==> config.mk <==
export PLATFORM = sky130hd
export DESIGN_NAME = source_byte_tokenizer
export DESIGN_NICKNAME = d
export VERILOG_FILES = /design/src/sv/stb_pkg.sv /design/src/sv/stb_front.sv /design/src/sv/stb_fifo.sv /design/src/sv/stb_back.sv /design/src/sv/source_byte_tokenizer.sv
export VERILOG_INCLUDE_DIRS = /design/src /design/src/sv
export SDC_FILE = /design/constraint.sdc
export NUM_CORES = 1
export LEC_CHECK = 0
export BUFFER_PORTS_ARGS = -buffer_cell sky130_fd_sc_hd__buf_2
export CELL_PAD_IN_SITES_DETAIL_PLACEMENT = 0
export CELL_PAD_IN_SITES_GLOBAL_PLACEMENT = 1
export CORE_UTILIZATION = 53
export DETAILED_ROUTE_END_ITERATION = 6
export PLACE_DENSITY_LB_ADDON = 0.08
export SETUP_SLACK_MARGIN = 0.3
export SLEW_MARGIN = 10
export SYNTH_ARGS = -nofsm -noshare
export SYNTH_HDL_FRONTEND = slang
export SYNTH_SLANG_ARGS = --single-unit
==> constraint.sdc <==
create_clock -name clk_i -period 6 [get_ports clk_i]
set_input_delay 1.2 -clock clk_i [delete_from_list [all_inputs] [get_ports clk_i]]
set_output_delay 1.2 -clock clk_i [all_outputs]
set_load 0.02 [all_outputs]
==> src/sv/source_byte_tokenizer_defines.svh <==
// Assertion helpers for the tokenizer RTL; the token queue uses them.
`ifndef SOURCE_BYTE_TOKENIZER_DEFINES_SVH
`define SOURCE_BYTE_TOKENIZER_DEFINES_SVH

`ifndef SYNTHESIS
// Check that prop holds at every clock edge outside reset.
`define STB_ASSERT(lbl, clk, rst_n, prop, msg) \
  lbl: assert property (@(posedge clk) disable iff (!rst_n) (prop)) else $error(msg);
// Check that cond never holds at a clock edge outside reset.
`define STB_ASSERT_NEVER(lbl, clk, rst_n, cond, msg) \
  lbl: assert property (@(posedge clk) disable iff (!rst_n) !(cond)) else $error(msg);
`else
`define STB_ASSERT(lbl, clk, rst_n, prop, msg)
`define STB_ASSERT_NEVER(lbl, clk, rst_n, cond, msg)
`endif

`endif

==> src/sv/stb_pkg.sv <==
package stb_pkg;

  localparam int MAX_SOURCE_BYTES = 1048576;

  localparam int POS_W   = $clog2(MAX_SOURCE_BYTES) + 1;
  localparam int START_W = $clog2(MAX_SOURCE_BYTES);
  localparam int LEN_W   = $clog2(MAX_SOURCE_BYTES) + 1;
  localparam int LINE_W  = $clog2(MAX_SOURCE_BYTES + 2);

  localparam logic [POS_W-1:0]   POS_MAX   = POS_W'(MAX_SOURCE_BYTES);
  localparam logic [START_W-1:0] START_MAX = START_W'(MAX_SOURCE_BYTES - 1);
  localparam logic [LINE_W-1:0]  LINE_MAX  = LINE_W'(MAX_SOURCE_BYTES + 1);
  localparam logic [LINE_W-1:0]  LINE_ONE  = LINE_W'(1);

  localparam int FIFO_DEPTH = 4;
  localparam int FIFO_PTR_W = $clog2(FIFO_DEPTH);
  localparam int FIFO_CNT_W = $clog2(FIFO_DEPTH + 1);

  localparam logic [7:0] CH_END     = 8'h00;
  localparam logic [7:0] CH_NEWLINE = 8'h0A;
  localparam logic [7:0] CH_DASH    = 8'h2D;
  localparam logic [7:0] CH_UNDER   = 8'h5F;
  localparam logic [7:0] CH_DOT     = 8'h2E;
  localparam logic [7:0] CH_OPEN    = 8'h28;
  localparam logic [7:0] CH_CLOSE   = 8'h29;
  localparam logic [7:0] CH_COMMA   = 8'h2C;
  localparam logic [7:0] CH_SPACE   = 8'h20;
  localparam logic [7:0] CH_TAB     = 8'h09;
  localparam logic [7:0] CH_CR      = 8'h0D;

  typedef enum logic [2:0] {
    KIND_END    = 3'd0,
    KIND_WORD   = 3'd1,
    KIND_NUMBER = 3'd2,
    KIND_OPEN   = 3'd3,
    KIND_CLOSE  = 3'd4,
    KIND_COMMA  = 3'd5,
    KIND_ERROR  = 3'd6
  } kind_e;

  typedef struct packed {
    kind_e              kind;
    logic [START_W-1:0] start;
    logic [LEN_W-1:0]   len;
    logic [LINE_W-1:0]  line;
  } tok_t;

  // One queue entry: every token that a single byte produced.
  typedef struct packed {
    logic two;
    tok_t first;
    tok_t second;
  } tok_pair_t;

  function automatic logic is_letter(input logic [7:0] b);
    return (b >= 8'h61 && b <= 8'h7A) || (b >= 8'h41 && b <= 8'h5A);
  endfunction

  function automatic logic is_digit(input logic [7:0] b);
    return b >= 8'h30 && b <= 8'h39;
  endfunction

  function automatic logic is_space(input logic [7:0] b);
    return b == CH_SPACE || (b >= CH_TAB && b <= CH_CR);
  endfunction

  function automatic logic is_word_char(input logic [7:0] b);
    return is_letter(b) || is_digit(b) || b == CH_UNDER;
  endfunction

endpackage

==> src/sv/stb_front.sv <==
module stb_front (
  input  logic                  clk_i,
  input  logic                  rst_ni,
  input  logic                  accept_i,
  input  logic [7:0]            byte_i,
  output logic                  push_o,
  output stb_pkg::tok_pair_t    pair_o
);

  typedef enum logic [2:0] {
    MODE_BETWEEN = 3'd0,
    MODE_WORD    = 3'd1,
    MODE_NUMBER  = 3'd2,
    MODE_COMMENT = 3'd3,
    MODE_DASH    = 3'd4
  } mode_e;

  mode_e                          mode_q, mode_d;
  logic [stb_pkg::POS_W-1:0]      pos_q, pos_d;
  logic [stb_pkg::START_W-1:0]    start_q, start_d;
  logic [stb_pkg::LINE_W-1:0]     tline_q, tline_d;
  logic [stb_pkg::LINE_W-1:0]     lcount_q, lcount_d;

  logic                           rescan;
  logic                           pend_v, new_v;
  stb_pkg::tok_t                  pend_tok, new_tok;
  logic [stb_pkg::START_W-1:0]    pos_clamp;
  logic [stb_pkg::LEN_W-1:0]      run_len;

  assign pos_clamp = (pos_q > {1'b0, stb_pkg::START_MAX}) ? stb_pkg::START_MAX
                                                          : pos_q[stb_pkg::START_W-1:0];
  assign run_len   = stb_pkg::LEN_W'(pos_q - {1'b0, start_q});

  always_comb begin
    mode_d   = mode_q;
    pos_d    = (pos_q < stb_pkg::POS_MAX) ? stb_pkg::POS_W'(pos_q + 1'b1) : pos_q;
    start_d  = start_q;
    tline_d  = tline_q;
    lcount_d = lcount_q;
    rescan   = 1'b0;
    pend_v   = 1'b0;
    new_v    = 1'b0;
    pend_tok = '{kind: stb_pkg::KIND_WORD, start: start_q, len: run_len, line: tline_q};
    new_tok  = '{kind: stb_pkg::KIND_ERROR, start: pos_clamp,
                 len: stb_pkg::LEN_W'(1), line: lcount_q};

    case (mode_q)
      MODE_WORD: begin
        if (!stb_pkg::is_word_char(byte_i)) begin
          pend_v = 1'b1;
          rescan = 1'b1;
        end
      end
      MODE_NUMBER: begin
        if (!(stb_pkg::is_digit(byte_i) || byte_i == stb_pkg::CH_DOT)) begin
          pend_v        = 1'b1;
          pend_tok.kind = stb_pkg::KIND_NUMBER;
          rescan        = 1'b1;
        end
      end
      MODE_DASH: begin
        if (byte_i == stb_pkg::CH_DASH) begin
          mode_d = MODE_COMMENT;
        end else begin
          pend_v        = 1'b1;
          pend_tok.kind = stb_pkg::KIND_ERROR;
          pend_tok.len  = stb_pkg::LEN_W'(1);
          rescan        = 1'b1;
        end
      end
      MODE_COMMENT: begin
        rescan = (byte_i == stb_pkg::CH_END) || (byte_i == stb_pkg::CH_NEWLINE);
      end
      default: begin
        rescan = 1'b1;
      end
    endcase

    if (rescan) begin
      mode_d = MODE_BETWEEN;
      if (byte_i == stb_pkg::CH_END) begin
        // End of source: emit the end word and return to the reset state.
        new_v        = 1'b1;
        new_tok.kind = stb_pkg::KIND_END;
        new_tok.len  = '0;
        pos_d        = '0;
        start_d      = '0;
        tline_d      = stb_pkg::LINE_ONE;
        lcount_d     = stb_pkg::LINE_ONE;
      end else if (stb_pkg::is_space(byte_i)) begin
        if (byte_i == stb_pkg::CH_NEWLINE && lcount_q < stb_pkg::LINE_MAX) begin
          lcount_d = stb_pkg::LINE_W'(lcount_q + 1'b1);
        end
      end else if (byte_i == stb_pkg::CH_DASH || stb_pkg::is_word_char(byte_i)) begin
        start_d = pos_clamp;
        tline_d = lcount_q;
        if (byte_i == stb_pkg::CH_DASH) begin
          mode_d = MODE_DASH;
        end else if (stb_pkg::is_digit(byte_i)) begin
          mode_d = MODE_NUMBER;
        end else begin
          mode_d = MODE_WORD;
        end
      end else begin
        new_v = 1'b1;
        if (byte_i == stb_pkg::CH_OPEN) begin
          new_tok.kind = stb_pkg::KIND_OPEN;
        end else if (byte_i == stb_pkg::CH_CLOSE) begin
          new_tok.kind = stb_pkg::KIND_CLOSE;
        end else if (byte_i == stb_pkg::CH_COMMA) begin
          new_tok.kind = stb_pkg::KIND_COMMA;
        end
      end
    end
  end

  always_comb begin
    push_o        = accept_i && (pend_v || new_v);
    pair_o.two    = pend_v && new_v;
    pair_o.first  = pend_v ? pend_tok : new_tok;
    pair_o.second = new_tok;
  end

  always_ff @(posedge clk_i or negedge rst_ni) begin
    if (!rst_ni) begin
      mode_q   <= MODE_BETWEEN;
      pos_q    <= '0;
      start_q  <= '0;
      tline_q  <= stb_pkg::LINE_ONE;
      lcount_q <= stb_pkg::LINE_ONE;
    end else if (accept_i) begin
      mode_q   <= mode_d;
      pos_q    <= pos_d;
      start_q  <= start_d;
      tline_q  <= tline_d;
      lcount_q <= lcount_d;
    end
  end

endmodule

==> src/sv/stb_fifo.sv <==
`include "source_byte_tokenizer_defines.svh"

module stb_fifo (
  input  logic                  clk_i,
  input  logic                  rst_ni,
  input  logic                  push_i,
  input  stb_pkg::tok_pair_t    wdata_i,
  input  logic                  pop_i,
  output logic                  full_o,
  output logic                  nonempty_o,
  output stb_pkg::tok_pair_t    rdata_o
);

  stb_pkg::tok_pair_t                   mem_q [stb_pkg::FIFO_DEPTH];
  logic [stb_pkg::FIFO_PTR_W-1:0]       wr_ptr_q, rd_ptr_q;
  logic [stb_pkg::FIFO_CNT_W-1:0]       count_q, count_d;

  assign full_o     = (count_q == stb_pkg::FIFO_CNT_W'(stb_pkg::FIFO_DEPTH));
  assign nonempty_o = (count_q != '0);
  assign rdata_o    = mem_q[rd_ptr_q];

  always_comb begin
    count_d = count_q;
    if (push_i && !pop_i) begin
      count_d = stb_pkg::FIFO_CNT_W'(count_q + 1'b1);
    end else if (pop_i && !push_i) begin
      count_d = stb_pkg::FIFO_CNT_W'(count_q - 1'b1);
    end
  end

  always_ff @(posedge clk_i or negedge rst_ni) begin
    if (!rst_ni) begin
      wr_ptr_q <= '0;
      rd_ptr_q <= '0;
      count_q  <= '0;
    end else begin
      if (push_i) begin
        wr_ptr_q <= stb_pkg::FIFO_PTR_W'(wr_ptr_q + 1'b1);
      end
      if (pop_i) begin
        rd_ptr_q <= stb_pkg::FIFO_PTR_W'(rd_ptr_q + 1'b1);
      end
      count_q <= count_d;
    end
  end

  always_ff @(posedge clk_i) begin
    if (push_i) begin
      mem_q[wr_ptr_q] <= wdata_i;
    end
  end

  `STB_ASSERT(a_count_bound, clk_i, rst_ni, count_q <= stb_pkg::FIFO_CNT_W'(stb_pkg::FIFO_DEPTH), "fifo count over depth")
  `STB_ASSERT_NEVER(a_pop_empty, clk_i, rst_ni, pop_i && count_q == '0, "pop from empty fifo")
  `STB_ASSERT_NEVER(a_push_full, clk_i, rst_ni, push_i && full_o, "push into full fifo")
  `STB_ASSERT(a_count_step, clk_i, rst_ni, (push_i && !pop_i) |=> (count_q == stb_pkg::FIFO_CNT_W'($past(count_q) + 1'b1)), "fifo count did not advance")

endmodule

==> src/sv/stb_back.sv <==
module stb_back (
  input  logic                             clk_i,
  input  logic                             rst_ni,
  input  logic                             q_nonempty_i,
  input  stb_pkg::tok_pair_t               q_data_i,
  output logic                             q_pop_o,
  output logic                             out_valid_o,
  input  logic                             out_stall_i,
  output logic [2:0]                       token_kind_o,
  output logic [stb_pkg::START_W-1:0]      start_offset_o,
  output logic [stb_pkg::LEN_W-1:0]        token_length_o,
  output logic [stb_pkg::LINE_W-1:0]       line_number_o,
  output logic                             last_of_run_o
);

  stb_pkg::tok_pair_t pair_q;
  logic               have_q;
  logic               idx_q;
  stb_pkg::tok_t      cur;
  logic               last;
  logic               out_acc;

  assign cur     = idx_q ? pair_q.second : pair_q.first;
  assign last    = !pair_q.two || idx_q;
  assign out_acc = have_q && !out_stall_i;
  // Take the next entry when idle or when the final word of this entry leaves.
  assign q_pop_o = q_nonempty_i && (!have_q || (out_acc && last));

  assign out_valid_o    = have_q;
  assign token_kind_o   = cur.kind;
  assign start_offset_o = cur.start;
  assign token_length_o = cur.len;
  assign line_number_o  = cur.line;
  assign last_of_run_o  = last;

  always_ff @(posedge clk_i or negedge rst_ni) begin
    if (!rst_ni) begin
      have_q <= 1'b0;
      idx_q  <= 1'b0;
    end else begin
      if (q_pop_o) begin
        have_q <= 1'b1;
        idx_q  <= 1'b0;
      end else if (out_acc) begin
        if (last) begin
          have_q <= 1'b0;
          idx_q  <= 1'b0;
        end else begin
          idx_q  <= 1'b1;
        end
      end
    end
  end

  always_ff @(posedge clk_i) begin
    if (q_pop_o) begin
      pair_q <= q_data_i;
    end
  end

endmodule

==> src/sv/source_byte_tokenizer.sv <==
// Streaming tokenizer for source text.
// Input channel: one source byte per word on source_byte_i, qualified by
// in_valid_i; in_stall_o holds the sender off. A zero byte ends the source:
// it emits an end token and returns the scanner to its reset state.
// Output channel: one token per word (kind, start offset, length, line,
// last_of_run), qualified by out_valid_o and held off by out_stall_i.
// last_of_run_o marks the final token caused by a given input byte.
// Path: a token caused by an accepted byte goes from the scanner through
// the token queue to the output register before it can be taken.
// Throughput: one byte per cycle unless in_stall_o is high; the output
// register sends one token per cycle unless out_stall_i is high. Bytes
// that close one token and form another queue two tokens; a four-entry
// queue absorbs such bursts. Receiver stall: the output holds its word;
// the queue fills and then in_stall_o rises until the receiver drains it.
// Reset (rst_ni, asynchronous, low): scanner between tokens at position 0,
// line 1; queue and output register empty.
module source_byte_tokenizer (
  input  logic                              clk_i,
  input  logic                              rst_ni,
  input  logic                              in_valid_i,
  output logic                              in_stall_o,
  input  logic [7:0]                        source_byte_i,
  output logic                              out_valid_o,
  input  logic                              out_stall_i,
  output logic [2:0]                        token_kind_o,
  output logic [stb_pkg::START_W-1:0]       start_offset_o,
  output logic [stb_pkg::LEN_W-1:0]         token_length_o,
  output logic [stb_pkg::LINE_W-1:0]        line_number_o,
  output logic                              last_of_run_o
);

  logic               in_acc;
  logic               push;
  logic               pop;
  logic               q_full;
  logic               q_nonempty;
  stb_pkg::tok_pair_t push_pair;
  stb_pkg::tok_pair_t head_pair;

  // Stall the sender only when the token queue has no room.
  assign in_stall_o = q_full;
  assign in_acc     = in_valid_i && !q_full;

  stb_front u_front (
    .clk_i    (clk_i),
    .rst_ni   (rst_ni),
    .accept_i (in_acc),
    .byte_i   (source_byte_i),
    .push_o   (push),
    .pair_o   (push_pair)
  );

  stb_fifo u_fifo (
    .clk_i      (clk_i),
    .rst_ni     (rst_ni),
    .push_i     (push),
    .wdata_i    (push_pair),
    .pop_i      (pop),
    .full_o     (q_full),
    .nonempty_o (q_nonempty),
    .rdata_o    (head_pair)
  );

  stb_back u_back (
    .clk_i          (clk_i),
    .rst_ni         (rst_ni),
    .q_nonempty_i   (q_nonempty),
    .q_data_i       (head_pair),
    .q_pop_o        (pop),
    .out_valid_o    (out_valid_o),
    .out_stall_i    (out_stall_i),
    .token_kind_o   (token_kind_o),
    .start_offset_o (start_offset_o),
    .token_length_o (token_length_o),
    .line_number_o  (line_number_o),
    .last_of_run_o  (last_of_run_o)
  );

endmodule

==> out/qor.txt <==
RUN STATUS
---------------------------------------------------------------------------------------
Outcome                                                                    finished, final reports clean

PLACE
---------------------------------------------------------------------------------------
DP Cell Count                                                                      2291
HPWL Detailed                                                                   32.3 mm
Final estimated routing congestion in global placement                            0.878
Count of input and output buffers                                                    79

GLOBAL ROUTING
---------------------------------------------------------------------------------------
Initial antenna violation count                                                       0
Number of global-route vias before repair                                         13900
Gr ovfl total                                                                         0
GR Util All Layers                                                                22.1%
First-pass GRT wire length                                                      82.8 mm
Maximum number of pins on one net before global-route repair                         69

LAYOUT
---------------------------------------------------------------------------------------
Combined flip-flop and latch cell area                                       19100 um^2
N_diodes                                                                              0
Post-route insts no fill                                                           2409
Most common library cell in the layout ignoring fill and taps                  edfxtp_1
Commonest cells after routing, fill and taps aside                         edfxtp_1, nand2_1, mux4_2
Fraction of final layout cells with drive strength greater than 1                 21.7%
Area of the multi-input gates                                                 6840 um^2
Fraction of the core area covered by cells at the end of the flow                 60.7%
Filler Cells Inserted                                                              3657
NumNets Final                                                                      1736
Area growth, synth to finish                                                      12.9%

MIN PATH
---------------------------------------------------------------------------------------
Worst min-delay path category                                                   reg2reg
Hold wc startpoint                                                         u_front.tline_q[11]
Cell depth of the worst min-delay path                                                2

CLOCK NETWORK
---------------------------------------------------------------------------------------
Clock-pin slew on the worst setup and hold paths                                0.06 ns
Post-CTS resize count                                                                 0
CTS H-Tree Depth                                                                      3
Hold buffer count at CTS                                                              0
Post-CTS setup-driven buffer insertion count                                          0
CTS tree                                                                            yes
Root Buffer                                                                   clkbuf_16
Sinks on Clock Net                                                                  650
Maximum buffer depth of the clock tree                                                3
Total clock buffers created by CTS                                                   66
Later-pin clock latency in the skew report                                      0.59 ns

TIMING
---------------------------------------------------------------------------------------
Final period util                                                                 67.6%
Slew @ Worst Pin                                                                1.13 ns
Setup repair after global routing missed its margin                               false
Final Skew                                                                    0.0152 ns
Setup-violating endpoint count in the final report                                    0
Maximum achievable frequency                                                    246 MHz
Number of max-slew violations in the final report                                     0
Worst-case headroom to the max-slew limit                                         24.4%
Endpoints failing hold                                                                0
Minimum clock period after layout                                               4.06 ns
Sum of negative setup slack                                                        0 ns

PWR
---------------------------------------------------------------------------------------
Peak supply drop                                                                 291 uV
Pwr Density                                                                 516 nW/um^2
Leakage power summed over all cells                                           0.0107 uW
Total Power Consumption                                                        15300 uW

CRITICAL PATH
---------------------------------------------------------------------------------------
Reg-to-reg slack, setup                                                         2.52 ns
Data arrival at the endpoint of the critical path                               4.29 ns
Worst reg2reg startpoint                                                   u_front.pos_q[0]
Highest net fanout along the worst path                                              30
Nature of the critical path endpoint                                           register
Setup crit start kind                                                      primary input
Maximum single-stage delay on the critical path                                 0.58 ns
Req. time, crit path                                                            6.24 ns
Cell-by-cell listing of the critical path                                  buf_2, or2_4, o311a_4, a21o_1, a211o_1, nand2b_1, a21oi_2, and2_4, buf_4
First element of the critical path                                         source_byte_i[1]
Class of the most critical setup path                                            in2reg
Worst Reg2Reg Path Length in Cells                                                   11
Critical path's slowest cell                                                     and2_4

YOSYS
---------------------------------------------------------------------------------------
Count of flip-flops with a built-in enable after synthesis                          555
Count of synthesis-stage warnings from yosys                                          0
Async S/R FF share, synth                                                         14.6%
Register bit total from synthesis                                                   650
Cells after Synth                                                                  1595
Synth cell types                                                                     64
Dominant register cell in the synthesized netlist                              edfxtp_1
Synth Area per Inst                                                           16.5 um^2
Sequential element share of the synthesized area                                  72.4%
Post-Synthesis Cell Area                                                     26300 um^2
Mapped Nets                                                                        1636

ROUTE
---------------------------------------------------------------------------------------
DRT antenna net count                                                                 0
Number of violations reported at the end of detailed-routing iteration 0            907
Vias after detailed routing                                                       13723
Average vias per placed instance                                                   5.70
Number of DRC violations after detailed routing                                       0
First-pass DRT Iterations                                                             4
Total routed wirelength                                                         53.4 mm
Avg WL per Cell                                                                 22.1 um

FLOORPLANNING
---------------------------------------------------------------------------------------
Chip width                                                                       225 um
Height of the die                                                                225 um
Area of the core                                                             49000 um^2
Initial core utilization                                                          53.8%
Area of the die                                                              50500 um^2
Number of rows created at floorplan                                                  81
Number of ports placed on the die boundary                                           80

JOB
---------------------------------------------------------------------------------------
Max-cap viol count                                                                    0

==> per-stage QoR <==
stage	area (um^2)	setup slack, ns	hold WS [ns]
floorplan	26300	1.35	0.457
global placement	27600	1.40	0.476
global route	29700	1.80	0.525
detailed placement	27600	1.31	0.486
CTS	29700	1.93	0.501
finish	29700	1.94	0.500
==> worst paths after layout <==
path                                         to
max                         u_fifo.mem_q[3][75]
min                         u_front.tline_q[11]
max reg2reg                u_fifo.mem_q[0][104]
min reg2reg                 u_front.tline_q[11]
min in group asynchronous    u_front.start_q[1]
max in group asynchronous          u_back.idx_q
==> report_power, final <==
group / internal (uW) / total [uW] / leakage [uW] / switching (uW)
Clock: 2400 / 4030 / 0.00104 / 1630
Sequential: 6410 / 6970 / 0.00641 / 555
Combinational: 1720 / 4320 / 0.00321 / 2610
Total: 10500 / 15300 / 0.0107 / 4790
==> cells by family after synthesis <==
family	count (synthesis)	share of synthesized area (%)
DFF	650	72.4
and+or+nand+nor	444	7.86
muxes	159	11.6
AOI/OAI and AO/OA	140	3.34
buffers and inverters	125	1.83
xor gates and xnor gates	48	1.60
adders and majority gates	29	1.44
==> layer usage <==
| metal | GRT usage, % | up-vias | share of wire (%) |
|---|---|---|---|
| met2 | 33.7 | 325 | 46 |
| li1 | - | 6284 | - |
| met1 | 33.0 | 7041 | 47 |
| met3 | 3.44 | 73 | 4.5 |
| met4 | 6.93 | 0 | 1.9 |
| met5 | 0 | - | 0 |
==> synthesized netlist by cell type (all sizes together), types with 15 or more instances <==
cell / number / area, um^2
and2: 15 / 93.8
a21oi: 19 / 98.9
clkbuf: 45 / 169
mux4: 111 / 2500
nor2: 93 / 349
mux2: 48 / 541
nand3: 57 / 285
xor2: 33 / 289
xnor2: 15 / 131
ha: 27 / 338
buf: 27 / 113
nor2b: 24 / 150
dfrtp: 93 / 2330
nand2: 173 / 649
edfxtp: 555 / 16700
inv: 53 / 199
o21ai: 70 / 350
==> area by class of cell <==
type	instances	share of cell area, %
Tap cell	664	2.80
Timing Repair Buffer	104	2.14
Sequential cell	650	64.2
Inverter	53	0.678
Multi-Input combinational cell	820	23.0
Clock buffer	91	6.45
Clock inverter	27	0.742
==> worst max-delay path, delay by kind of cell <==
kind | cells | cell delay, ns
buffers and inverters | 2 | 0.66
AOI/OAI and AO/OA | 4 | 1.33
and+or+nand+nor | 3 | 1.05
==> state kept, by name, summed over array words and instances, names as in the netlist <==
register            cells
u_back.pair_q         111
u_front.lcount_q       21
u_fifo.wr_ptr_q         2
u_front.start_q        20
u_front.mode_q          3
u_back.out_valid_o      1
u_front.pos_q          21
u_front.tline_q        21
u_fifo.count_q          3
u_fifo.mem_q          444
u_fifo.rd_ptr_q         2
u_back.idx_q            1
(Power assumes the default switching activity.)
